## src/hw/rtl/bbc_pkg.sv

```systemverilog
// Shared types and constants for the clamped RGBA box blur.
`timescale 1ns / 1ps
`default_nettype none
package bbc_pkg;

   localparam int MAX_WIDTH_DEF  = 1024;
   localparam int MAX_WINDOW_DEF = 7;
   localparam int MAX_HEIGHT     = 1024;

   localparam int DIM_W     = 11;
   localparam int ROW_W     = 10;
   localparam int POS_W     = 10;
   localparam int WIN_W     = 3;
   localparam int SUM_W     = 14;
   localparam int AREA_W    = 6;
   localparam int DIVCNT_W  = 4;
   localparam int CSR_AW    = 4;
   localparam int CSR_DW    = 32;

   localparam logic [DIM_W-1:0] FRAME_WIDTH_RST  = 11'd640;
   localparam logic [DIM_W-1:0] FRAME_HEIGHT_RST = 11'd480;
   localparam logic [WIN_W-1:0] WINDOW_WIDTH_RST  = 3'd3;
   localparam logic [WIN_W-1:0] WINDOW_HEIGHT_RST = 3'd3;

   typedef enum logic [1:0] {
      REG_FRAME_WIDTH   = 2'd0,
      REG_FRAME_HEIGHT  = 2'd1,
      REG_WINDOW_WIDTH  = 2'd2,
      REG_WINDOW_HEIGHT = 2'd3
   } reg_index_type;

   typedef enum logic [2:0] {
      ST_IDLE,
      ST_CHECK,
      ST_SUM,
      ST_DRAIN,
      ST_LOAD,
      ST_DIV,
      ST_OUT
   } state_type;

   typedef struct packed {
      logic clear;
      logic add;
      logic load;
      logic step;
   } lane_ctl_type;

endpackage
`default_nettype wire

```

## src/hw/rtl/bbc_lane.sv

```systemverilog
// One color channel: window sum accumulator and bit-serial divider by the area.
`timescale 1ns / 1ps
`default_nettype none
module bbc_lane (
   input  wire logic                              clock,
   input  wire bbc_pkg::lane_ctl_type             ctl,
   input  wire logic [7:0]                        tap,
   input  wire logic [bbc_pkg::AREA_W-1:0]        area,
   output logic      [7:0]                        mean
);

   logic [bbc_pkg::SUM_W-1:0]  acc_ff, acc_in;
   logic [bbc_pkg::AREA_W:0]   rem_ff, rem_in;
   logic [bbc_pkg::AREA_W:0]   rem_sh;

   always_comb begin
      acc_in = acc_ff;
      rem_in = rem_ff;
      rem_sh = {rem_ff[bbc_pkg::AREA_W-1:0], acc_ff[bbc_pkg::SUM_W-1]};
      if (ctl.clear) begin
         acc_in = '0;
      end else if (ctl.add) begin
         acc_in = acc_ff + bbc_pkg::SUM_W'(tap);
      end else if (ctl.load) begin
         rem_in = '0;
      end else if (ctl.step) begin
         // Restoring division: the quotient bits shift in where the dividend leaves.
         if (rem_sh >= {1'b0, area}) begin
            rem_in = rem_sh - {1'b0, area};
            acc_in = {acc_ff[bbc_pkg::SUM_W-2:0], 1'b1};
         end else begin
            rem_in = rem_sh;
            acc_in = {acc_ff[bbc_pkg::SUM_W-2:0], 1'b0};
         end
      end
   end

   always_ff @(posedge clock) begin
      acc_ff <= acc_in;
      rem_ff <= rem_in;
   end

   assign mean = acc_ff[7:0];

endmodule
`default_nettype wire

```

## config.mk

```make
export PLATFORM = sky130hd
export DESIGN_NAME = bbc_lane
export DESIGN_NICKNAME = d
export VERILOG_FILES = /design/src/hw/rtl/bbc_pkg.sv /design/src/hw/rtl/bbc_lane.sv
export SDC_FILE = /design/constraint.sdc
export NUM_CORES = 1
export LEC_CHECK = 0
export BUFFER_PORTS_ARGS = -buffer_cell sky130_fd_sc_hd__buf_4
export CAP_MARGIN = 10
export CORE_ASPECT_RATIO = 0.6
export CORE_MARGIN = 4
export CORE_UTILIZATION = 50
export DETAILED_ROUTE_END_ITERATION = 7
export PLACE_DENSITY = 0.72
export SYNTH_ARGS = -nofsm -noshare
export SYNTH_HDL_FRONTEND = slang
export SYNTH_SLANG_ARGS = --single-unit
```

## constraint.sdc

```tcl
create_clock -name clock -period 6.1 [get_ports clock]
set_clock_uncertainty 0.05 [all_clocks]
set_input_delay 1.525 -clock clock [delete_from_list [all_inputs] [get_ports clock]]
set_output_delay 1.525 -clock clock [all_outputs]
set_load 0.03 [all_outputs]
```

* Yosys cells after proc, flatten, opt, wreduce, memory -nomap -nowiden *
Cells that the tools add are included.

operators by class
  bitwise operators = 2
  mux-type cells = 6
  reductions and logical operators = 4
  $lt $le $gt $ge = 1
  equal/unequal tests = 1
  add/sub/neg operators = 2

operator list
  kind                                                   number
  2-to-1 mux 14 bit                                      3
  adder 14 x 8 -> 14 bit                                 1
  2-to-1 mux 6 bit                                       2
  >= comparator 7 x 6 -> 1 bit                           1
  subtractor 6 bit                                       1
  nonzero test 2 bit                                     2
  AND reduction 3 bit                                    1
  inequality test 2 x 1 -> 1 bit, second input constant  1
  NOT 1 bit                                              2
  AND reduction 2 bit                                    1
  2-to-1 mux 1 bit                                       1

storage, ports and cells
  bits of input ports = 19
  output and inout port bits = 8
  logic and storage cells = 18
  register bits = 20

* Longest topological paths before layout *
  depth after elaboration = 5
  mapped depth = 8
  depth with buffers taken out = 8

* Worst setup path after synthesis *
OpenSTA, ideal clock, no wires.

  path type = input to register
  start = input port tap[0]
  end = register acc_ff[8] (netlist name)
  arrival time = 3222 ps
  data required time = 5973 ps
  cell stages on the path = 6
  path buffers = 0
  setup time = 77 ps
  slack = 2752 ps
  cells stage by stage = ha_1 -> fa_1 -> a21o_1 -> a221o_1 -> a2111o_1 -> a41oi_2

on the way
  longest elaborated chain between the ends = 2

RTL lines
  element                 line            source
  start: declaration      bbc_lane.sv:7   input wire logic [7:0] tap,
  adder 14 x 8 -> 14 bit  bbc_lane.sv:23  acc_in = acc_ff + bbc_pkg::SUM_W'(tap);
  2-to-1 mux 14 bit       bbc_lane.sv:22  end else if (ctl.add) begin
  end signal: assignment  bbc_lane.sv:39  acc_ff <= acc_in;
  end: declaration        bbc_lane.sv:12  logic [bbc_pkg::SUM_W-1:0] acc_ff, acc_in;

Every way passes these cells.
A chain may end at the register's enable or synchronous reset.

* Final worst setup path *
  start = input port tap[0]
  end = register acc_ff[10] (netlist name)

Same word-level chain as after synthesis.

==> run metrics <==
status=complete, no violations; RD Place Congestion=0.831; HP Class=register to register; IO Pins=27; drt total wl=3880 um; largest net degree at the start of global routing=31; highest metal layer with signal wires=met4; post-synth cell types=52; slew at the pin with the worst max-slew slack=872 ps; antenna cells=0; worst skew pair latency=270 ps; H-tree Lvls=1; Initial Util=51.9%; DRT iter0 DRCs=51; asr flop ratio synth=0%; Ys Warns=0; setup TNS=0 ps; Die Area=about 4400 um2; standard-cell rows=16; Post-CTS Repair Setup Buffers=0; Syn Inst Count=197; ordered list of cells on the worst path=buf_4, ha_1, fa_1, a21o_1, a221o_1, o21a_1, a311oi_1, o31a_1; Root Driver=clkbuf_8; Main synth FF type=dfxtp_1; Die H=53.1 um; DR vias=1494; crit end category=register; leak pwr=approximately 0.83 nW; TritonRoute pass-1 iters=4; most frequent cells in the layout=26 x buf_4, 21 x nor2_1, 18 x a21oi_1; clock sinks=20; Clock Path Buffers=2; GRT Total Usage=between 10% and 20%; synthesized net count=232; met2 WL=between 1500 and 2000 um; crit-path max FO=5; endpoints failing hold=0; Syn Area/Cell=8.59 um2; Area growth syn-to-layout=12.3%; vias in the first global route=1446; WL per Instance=15.1 um; Die W=about 83 um; Final Critical Period=3330 ps; dpl hpwl=between 2000 and 3000 um; drc violations=0; CP arrival=between 3000 and 4000 ps; port bufs=26; mapped cell area=approximately 1700 um2; number of synthesized flops with an enable pin=6; met3 WL=243 um; crit start category=input port; max cap viols=0; Placeable Area=3260 um2; Pwr per Cell Area=between 200 and 250 nW/um2; Worst-path clk slew=roughly 80 ps; Max IR drop VDD=0.0968 mV; Hold Buf Count CTS=0; worst relative slew slack=41.4%; net total in the final layout=248; final setup vio count=0; initial antenna violation count=0; Yosys reg bits=20; slowest stage delay, CP=around 400 ps; max-slew violations=0; Routed Antenna Nets=0; slowest CP cell=fa_1; first-pass GRT wire length=6420 um; Critical Path RT=between 6000 and 7000 ps; post-CTS resize count=0; TritonCTS clock tree=built; RSZ-0062 raised after global routing=false; Num CTS Buffers=3; via/cell ratio=roughly 5.8; GRT overflow=0; Filler Cells Inserted=290; Worst Setup Path Type=input port to register; register area share after synthesis=between 20 and 30%; share of layout cells above drive strength 1=about a fifth; commonest non-fill, non-tap cell in the layout=buf_4; WHS=between 500 and 600 ps; Tcrit/Tclk final=54.6%; Fmax=300 MHz; DRT met1 WL=approximately 1900 um
## area by class of cell
class | count | area, um2 | share of cell area, %
Timing Repair Buffer | 26 | 195 | 10.3
Clock buffer | 3 | 41.3 | 2.17
Clock inverter | 1 | 3.75 | 0.197
Multi-Input combinational cell | 149 | 1090 | 57.6
Sequential cell | 20 | 460 | 24.2
Inverter | 13 | 48.8 | 2.57
Tap cell | 45 | 56.3 | 2.96
## path summary, 6_finish.rpt
kind	startpoint	to	slack (ps)	cells past startpoint
worst min-delay path	acc_ff[12]	acc_ff[13]	500	2
worst min register to register	acc_ff[12]	acc_ff[13]	500	2
worst max-delay path	tap[0]	acc_ff[10]	2770	8
worst max register to register	acc_ff[0]	acc_ff[10]	3790	7
## Yosys cell counts (all sizes together) (4+ instances only)
cell type	number	area (um2)
nor2	21	78.8
buf	11	73.8
a21oi	18	90.1
ha	14	175
a211oi	5	37.5
o21ai	4	20.0
nand3	8	40.0
mux2i	8	80.1
nand3b	4	30.0
nand2	10	37.5
inv	13	48.8
dfxtp	14	280
edfxtp	6	180
clkbuf	4	15.0
## flip-flops by register name, summed over array words and instances, names as in the netlist
signal,cells
acc_ff,14
rem_ff,6
## power breakdown
group	internal [mW]	switching, mW
sequential	0.148	0.0113
combinational	0.0651	0.0854
clock	0.0450	0.0474
## worst max-delay path: cells and delay by family
family,cells,cell delay (ps)
AO/OA/AOI/OAI,5,1250
adder cells (fa/ha/maj),2,610
buffers and inverters,1,110
## through the flow
step                      worst slack [ps]  util [%]  area, um2  total power [mW]  std cells
after detailed placement              2490      56.9       1860             0.311        253
after CTS                             2780      58.2       1900             0.402        257
after global placement                2580      56.9       1860             0.306        253
after global routing                  2730      58.2       1900             0.425        257
after floorplan                       2750         -       1690             0.278        197
final                                 2770      58.2       1900             0.402        257
## logic make-up after synthesis
group,share of synthesized area [%]
and+or+nand+nor,17.4
AOI/OAI and AO/OA,25.4
buffers and inverters,8.13
DFF,27.2
adders and majority gates,12.7
muxes,6.06
xor gates and xnor gates,3.10
## routing by layer
layer / vias up / GRT usage [%]
met1: 684 / 24.6
met5: - / 0
met3: 4 / 4.82
met4: 0 / 4.08
met2: 46 / 29.0
li1: 760 / -
No activity file was read; power rests on OpenSTA's default activity.
