[config.mk]
export PLATFORM = sky130hd
export DESIGN_NAME = bbc_merge
export DESIGN_NICKNAME = d
export VERILOG_FILES = /design/src/hw/rtl/bbc_pkg.sv /design/src/hw/rtl/bbc_merge.sv
export SDC_FILE = /design/constraint.sdc
export NUM_CORES = 1
export LEC_CHECK = 0
export BUFFER_PORTS_ARGS = -buffer_cell sky130_fd_sc_hd__buf_2
export CAP_MARGIN = 20
export CELL_PAD_IN_SITES_DETAIL_PLACEMENT = 0
export CELL_PAD_IN_SITES_GLOBAL_PLACEMENT = 2
export CORE_UTILIZATION = 28
export CTS_CLUSTER_SIZE = 28
export DETAILED_ROUTE_END_ITERATION = 8
export PLACE_DENSITY = 0.85
export SYNTH_ARGS = -nofsm -noshare
export SYNTH_HDL_FRONTEND = slang
export SYNTH_SLANG_ARGS = --single-unit
[constraint.sdc]
create_clock -name clock -period 0.8 [get_ports clock]
set_input_delay 0 -clock clock [delete_from_list [all_inputs] [get_ports clock]]
set_output_delay 0 -clock clock [all_outputs]
set_load 0.1 [all_outputs]
[src/hw/rtl/bbc_pkg.sv]
// Shared types and constants for the clamped RGBA box blur.
`timescale 1ns / 1ps
`default_nettype none
package bbc_pkg;

   localparam int MAX_WIDTH_DEF  = 1024;
   localparam int MAX_WINDOW_DEF = 7;
   localparam int MAX_HEIGHT     = 1024;

   localparam int DIM_W     = 11;
   localparam int ROW_W     = 10;
   localparam int POS_W     = 10;
   localparam int WIN_W     = 3;
   localparam int SUM_W     = 14;
   localparam int AREA_W    = 6;
   localparam int DIVCNT_W  = 4;
   localparam int CSR_AW    = 4;
   localparam int CSR_DW    = 32;

   localparam logic [DIM_W-1:0] FRAME_WIDTH_RST  = 11'd640;
   localparam logic [DIM_W-1:0] FRAME_HEIGHT_RST = 11'd480;
   localparam logic [WIN_W-1:0] WINDOW_WIDTH_RST  = 3'd3;
   localparam logic [WIN_W-1:0] WINDOW_HEIGHT_RST = 3'd3;

   typedef enum logic [1:0] {
      REG_FRAME_WIDTH   = 2'd0,
      REG_FRAME_HEIGHT  = 2'd1,
      REG_WINDOW_WIDTH  = 2'd2,
      REG_WINDOW_HEIGHT = 2'd3
   } reg_index_type;

   typedef enum logic [2:0] {
      ST_IDLE,
      ST_CHECK,
      ST_SUM,
      ST_DRAIN,
      ST_LOAD,
      ST_DIV,
      ST_OUT
   } state_type;

   typedef struct packed {
      logic clear;
      logic add;
      logic load;
      logic step;
   } lane_ctl_type;

endpackage
`default_nettype wire

[src/hw/rtl/bbc_merge.sv]
// Output register that gathers the four lane means and the pixel position.
`timescale 1ns / 1ps
`default_nettype none
module bbc_merge (
   input  wire logic                     clock,
   input  wire logic                     reset,
   input  wire logic                     load,
   input  wire logic [7:0]               red,
   input  wire logic [7:0]               green,
   input  wire logic [7:0]               blue,
   input  wire logic [7:0]               alpha,
   input  wire logic [bbc_pkg::POS_W-1:0] col,
   input  wire logic [bbc_pkg::POS_W-1:0] row,
   input  wire logic                     last,
   output logic                          room,
   output logic                          rsp_valid,
   input  wire logic                     rsp_stall,
   output logic [7:0]                    rsp_out_red,
   output logic [7:0]                    rsp_out_green,
   output logic [7:0]                    rsp_out_blue,
   output logic [7:0]                    rsp_out_alpha,
   output logic [bbc_pkg::POS_W-1:0]     rsp_out_col,
   output logic [bbc_pkg::POS_W-1:0]     rsp_out_row,
   output logic                          rsp_frame_end
);

   logic valid_ff, valid_in;
   logic [7:0] red_ff, green_ff, blue_ff, alpha_ff;
   logic [bbc_pkg::POS_W-1:0] col_ff, row_ff;
   logic last_ff;

   assign room = !valid_ff || !rsp_stall;

   always_comb begin
      valid_in = valid_ff;
      if (load) begin
         valid_in = 1'b1;
      end else if (!rsp_stall) begin
         valid_in = 1'b0;
      end
   end

   always_ff @(posedge clock) begin
      if (reset) begin
         valid_ff <= 1'b0;
      end else begin
         valid_ff <= valid_in;
      end
      if (load) begin
         red_ff   <= red;
         green_ff <= green;
         blue_ff  <= blue;
         alpha_ff <= alpha;
         col_ff   <= col;
         row_ff   <= row;
         last_ff  <= last;
      end
   end

   assign rsp_valid     = valid_ff;
   assign rsp_out_red   = red_ff;
   assign rsp_out_green = green_ff;
   assign rsp_out_blue  = blue_ff;
   assign rsp_out_alpha = alpha_ff;
   assign rsp_out_col   = col_ff;
   assign rsp_out_row   = row_ff;
   assign rsp_frame_end = last_ff;

endmodule
`default_nettype wire

# == Yosys cells after proc, flatten, opt, wreduce, memory -nomap -nowiden ==
# Cells that the tools add are included.
# classes
eq_ne,1
n_mux,2
reduce_logical,3
# ops
operator,n
1-bit logical NOT,2
1-bit 2-to-1 mux,2
"2-bit != test, second input constant",1
1-bit logical OR,1
# word_totals
register_bits,54
input_bits,57
out_inout_bits,55

# == Logic depth before layout (Yosys ltp) ==
# logic_depth
ltp_word,2
mapped_depth,2

# == Worst setup path after synthesis ==
# No wires, ideal clock.
# synth_timing
kind,flip-flop to output port
startpoint,"register valid_ff, in the netlist rsp_valid"
endpoint,output room
arrival_ns,1.789
required_ns,0.800
path_slack_ns,-0.989
stages_incl_launch_ff,2
n_path_buf,0
cell_sequence,dfxtp_1 -> nand2_1
# synth_via
elab_chain_cells,2
# synth_rtl
element,line,source
from (decl),bbc_merge.sv:27,"logic valid_ff, valid_in;"
from (signal assigned),bbc_merge.sv:47,valid_ff <= valid_in;
1-bit logical NOT,bbc_merge.sv:32,assign room = !valid_ff || !rsp_stall;
1-bit logical OR,bbc_merge.sv:32,
to (decl),bbc_merge.sv:15,"output logic room,"
# No other way between the ends.

# == Worst setup path in the final report ==
# layout_timing
startpoint,"register blue_ff[4], in the netlist rsp_out_blue[4]"
endpoint,output rsp_out_blue[4]
# layout_lines
element,line,source
from (decl),bbc_merge.sv:28,"logic [7:0] red_ff, green_ff, blue_ff, alpha_ff;"
from (signal assigned),bbc_merge.sv:52,blue_ff <= blue;
to (decl),bbc_merge.sv:20,"output logic [7:0] rsp_out_blue,"
# No word-level cell between the ends.

==> metrics.cfg <==
[yosys]
yosysMostFrequentCell = edfxtp_1
ys_top_cells_by_area = edfxtp_1, dfxtp_1, a21oi_1, nand2_1, nor2_1
synth_top_area_cell = edfxtp_1
syn_nets = 114
synth_edf_count = 53
ys.flop_type = edfxtp_1
async_reset_ff_share_pct = 0
synth.top_cell.area_share_pct = 98.0
yosysWarnings = 0
synthCells = 57
ys_ff_latch = 54
syn_area_um2 = 1620
yosys-top-cells-count = edfxtp_1, a21oi_1, dfxtp_1, nand2_1, nor2_1
syn_avg_cell_area_um2 = 28.5
ys_seq_area_share_pct = 99.2
synth_cell_types = 5

[grt]
grt_max_degree = 31
grt_pass1_vias = 1345
antenna_found_initial = 0
gr-usage-all-layers_pct = 14.8
grt_pass1_wl_um = 6590
overflow = 0

[route]
drc_errors = 0
drt-wirelength-per-cell_um = 13.5
vias = 1224
drt_iter0_markers = 20
drt_pass1_iterations = 4
drt_wl_total_um = 4130
detail-route-antenna-nets = 0
viasPerCell = 4.01

[worst_setup_path]
end_kind = output pin
critPathKind = reg2out
crit_buf_inv = 1
crit_fanout = 1
start_kind = flip-flop
crit_required_ns = 0.80
cp_cell_sequence = buf_12
slowest_delay_ns = 0.44
cp_slowest_cell = edfxtp_1
crit_arrival_ns = 0.95
crit_family = flip-flops

[power_and_ir_drop]
comb_power_share_pct = 36.9
p_sw_share_pct = 36.1
ir_worst_vdd_mv = 1.08
seq_power_share_pct = 44.8
p_leak_nw = 1.57
internal_power_mw = 5.06
power.density_nw_per_um2 = 2090
clkPwrFrac_pct = 18.4
p_switching_mw = 2.86

[sta]
maxSlewViolCount = 0
relSlewSlack_pct = 89.1
fmax_ghz = 1.06
finalWorstSetupSlack_ns = -0.145
worstMarginPinSlew_ns = 0.163
hold_viol = 0
grt_setup_unrepaired = true
finalCriticalPeriod_ns = 0.945
finClkSkew_ns = 0
layout_worst_path_cycle_share_pct = 118
setup_violations = 55

[clock_network]
clock-root-buffer = clkbuf_8
clock_latency_ns = 0.30
path_clk_slew_ns = 0.10
cts_tree = done
cts.sinks = 54
htreeDepth = 2
ctsResizeCount = 0
numCtsBuffers = 5
cts.path.max_buffers = 2

[final_layout]
num_antenna_cells = 0
syn_to_final_growth_pct = 133
post_layout_nonfiller_instances = 305
fin_nets = 289
drive_above_1_share_pct = 52.4

[placement]
portBuffers = 111
gp_congestion = 0.622
dpl.cell_count = 242
pre_cts_slack_ns = 0.137

[run]
maxCapViolCount = 0

[status]
violations = setup timing
status = finished, violations left

[floorplan]
coreArea_um2 = 5540
rows = 27
fp.dieH_um = 78.2
io_pins = 112
start_util_pct = 29.3
die_w_um = 78.2
dieArea_um2 = 6110

[min_path]
hold_path_class = in2reg

[layout make-up]
cell class              count  area (um^2)
repair buffers            168         1970
fillers                   383         1760
flip-flops and latches     54         1620
well taps                  72         90.1
clock buffers               5         68.8
multi-input cells           3         20.0
clock inverters             3         16.3
[layout by cell type (no fill, tap or decap), drive strengths merged]
master,count
a21oi,1
buf,113
clkbuf,5
clkinv,2
clkinvlp,1
dfxtp,1
dlygate4sd3,55
edfxtp,53
nand2,1
nor2,1
[registers in the layout (all words and copies together), names as in the netlist]
name,cells
rsp_out_col,10
rsp_out_row,10
rsp_out_alpha,8
rsp_out_blue,8
rsp_out_green,8
rsp_out_red,8
rsp_frame_end,1
rsp_valid,1
[per-layer routing]
layer	track usage [%]	part of all wire (%)	wire, um
met3	5.58	9.0	373
met4	5.56	1.4	59
met2	27.2	54	2250
met5	0	0	0
met1	15.0	35	1450
[final timing paths]
check,to,start,cells after the start,slack [ns]
setup reg to reg,rsp_valid,rsp_valid,2,0.15
hold / removal,rsp_out_row[6],load,2,0.15
hold reg to reg,rsp_valid,rsp_valid,2,0.56
setup / recovery,rsp_out_blue[4],rsp_out_blue[4],1,-0.15
[stage by stage]
stage,hold WS (ns),area [um^2],power [mW],utilization [%],TNS [ns]
floorplan,0.0627,1640,5.10,-,-5.51
global placement,0.148,3150,6.30,56.8,0
detailed placement,0.154,3150,6.33,56.8,0
CTS,0.144,3780,8.01,68.3,-7.58
global route,0.152,3780,8.16,68.3,-8.59
finish,0.149,3780,7.92,68.3,-6.50
[power by group through the flow]
stage / clock network [mW] / logic [mW] / registers [mW]
2_1_floorplan: 0 / 0.0226 / 5.07
3_3_place_gp: 0 / 2.70 / 3.60
3_5_place_dp: 0 / 2.72 / 3.61
4_1_cts: 1.53 / 2.93 / 3.55
5_1_grt: 1.61 / 2.98 / 3.57
6_report: 1.46 / 2.92 / 3.54
[cell families (layout without fill, tap and decap cells)]
logic type / count (synthesis) / after routing / share of synthesized area, %
buffers and inverters: 0 / 176 / 0
AOI/OAI and AO/OA: 1 / 1 / 0.308
DFF: 54 / 54 / 99.2
and+or+nand+nor: 2 / 2 / 0.462
[what timing repair did]
item,in CTS,in global routing
hold buffers,55,0
gates cloned,0,0
buffers inserted,0,0
hold endpoints to repair,54,0
setup endpoints to repair,55,55
Power figures use the tool's default switching activity.
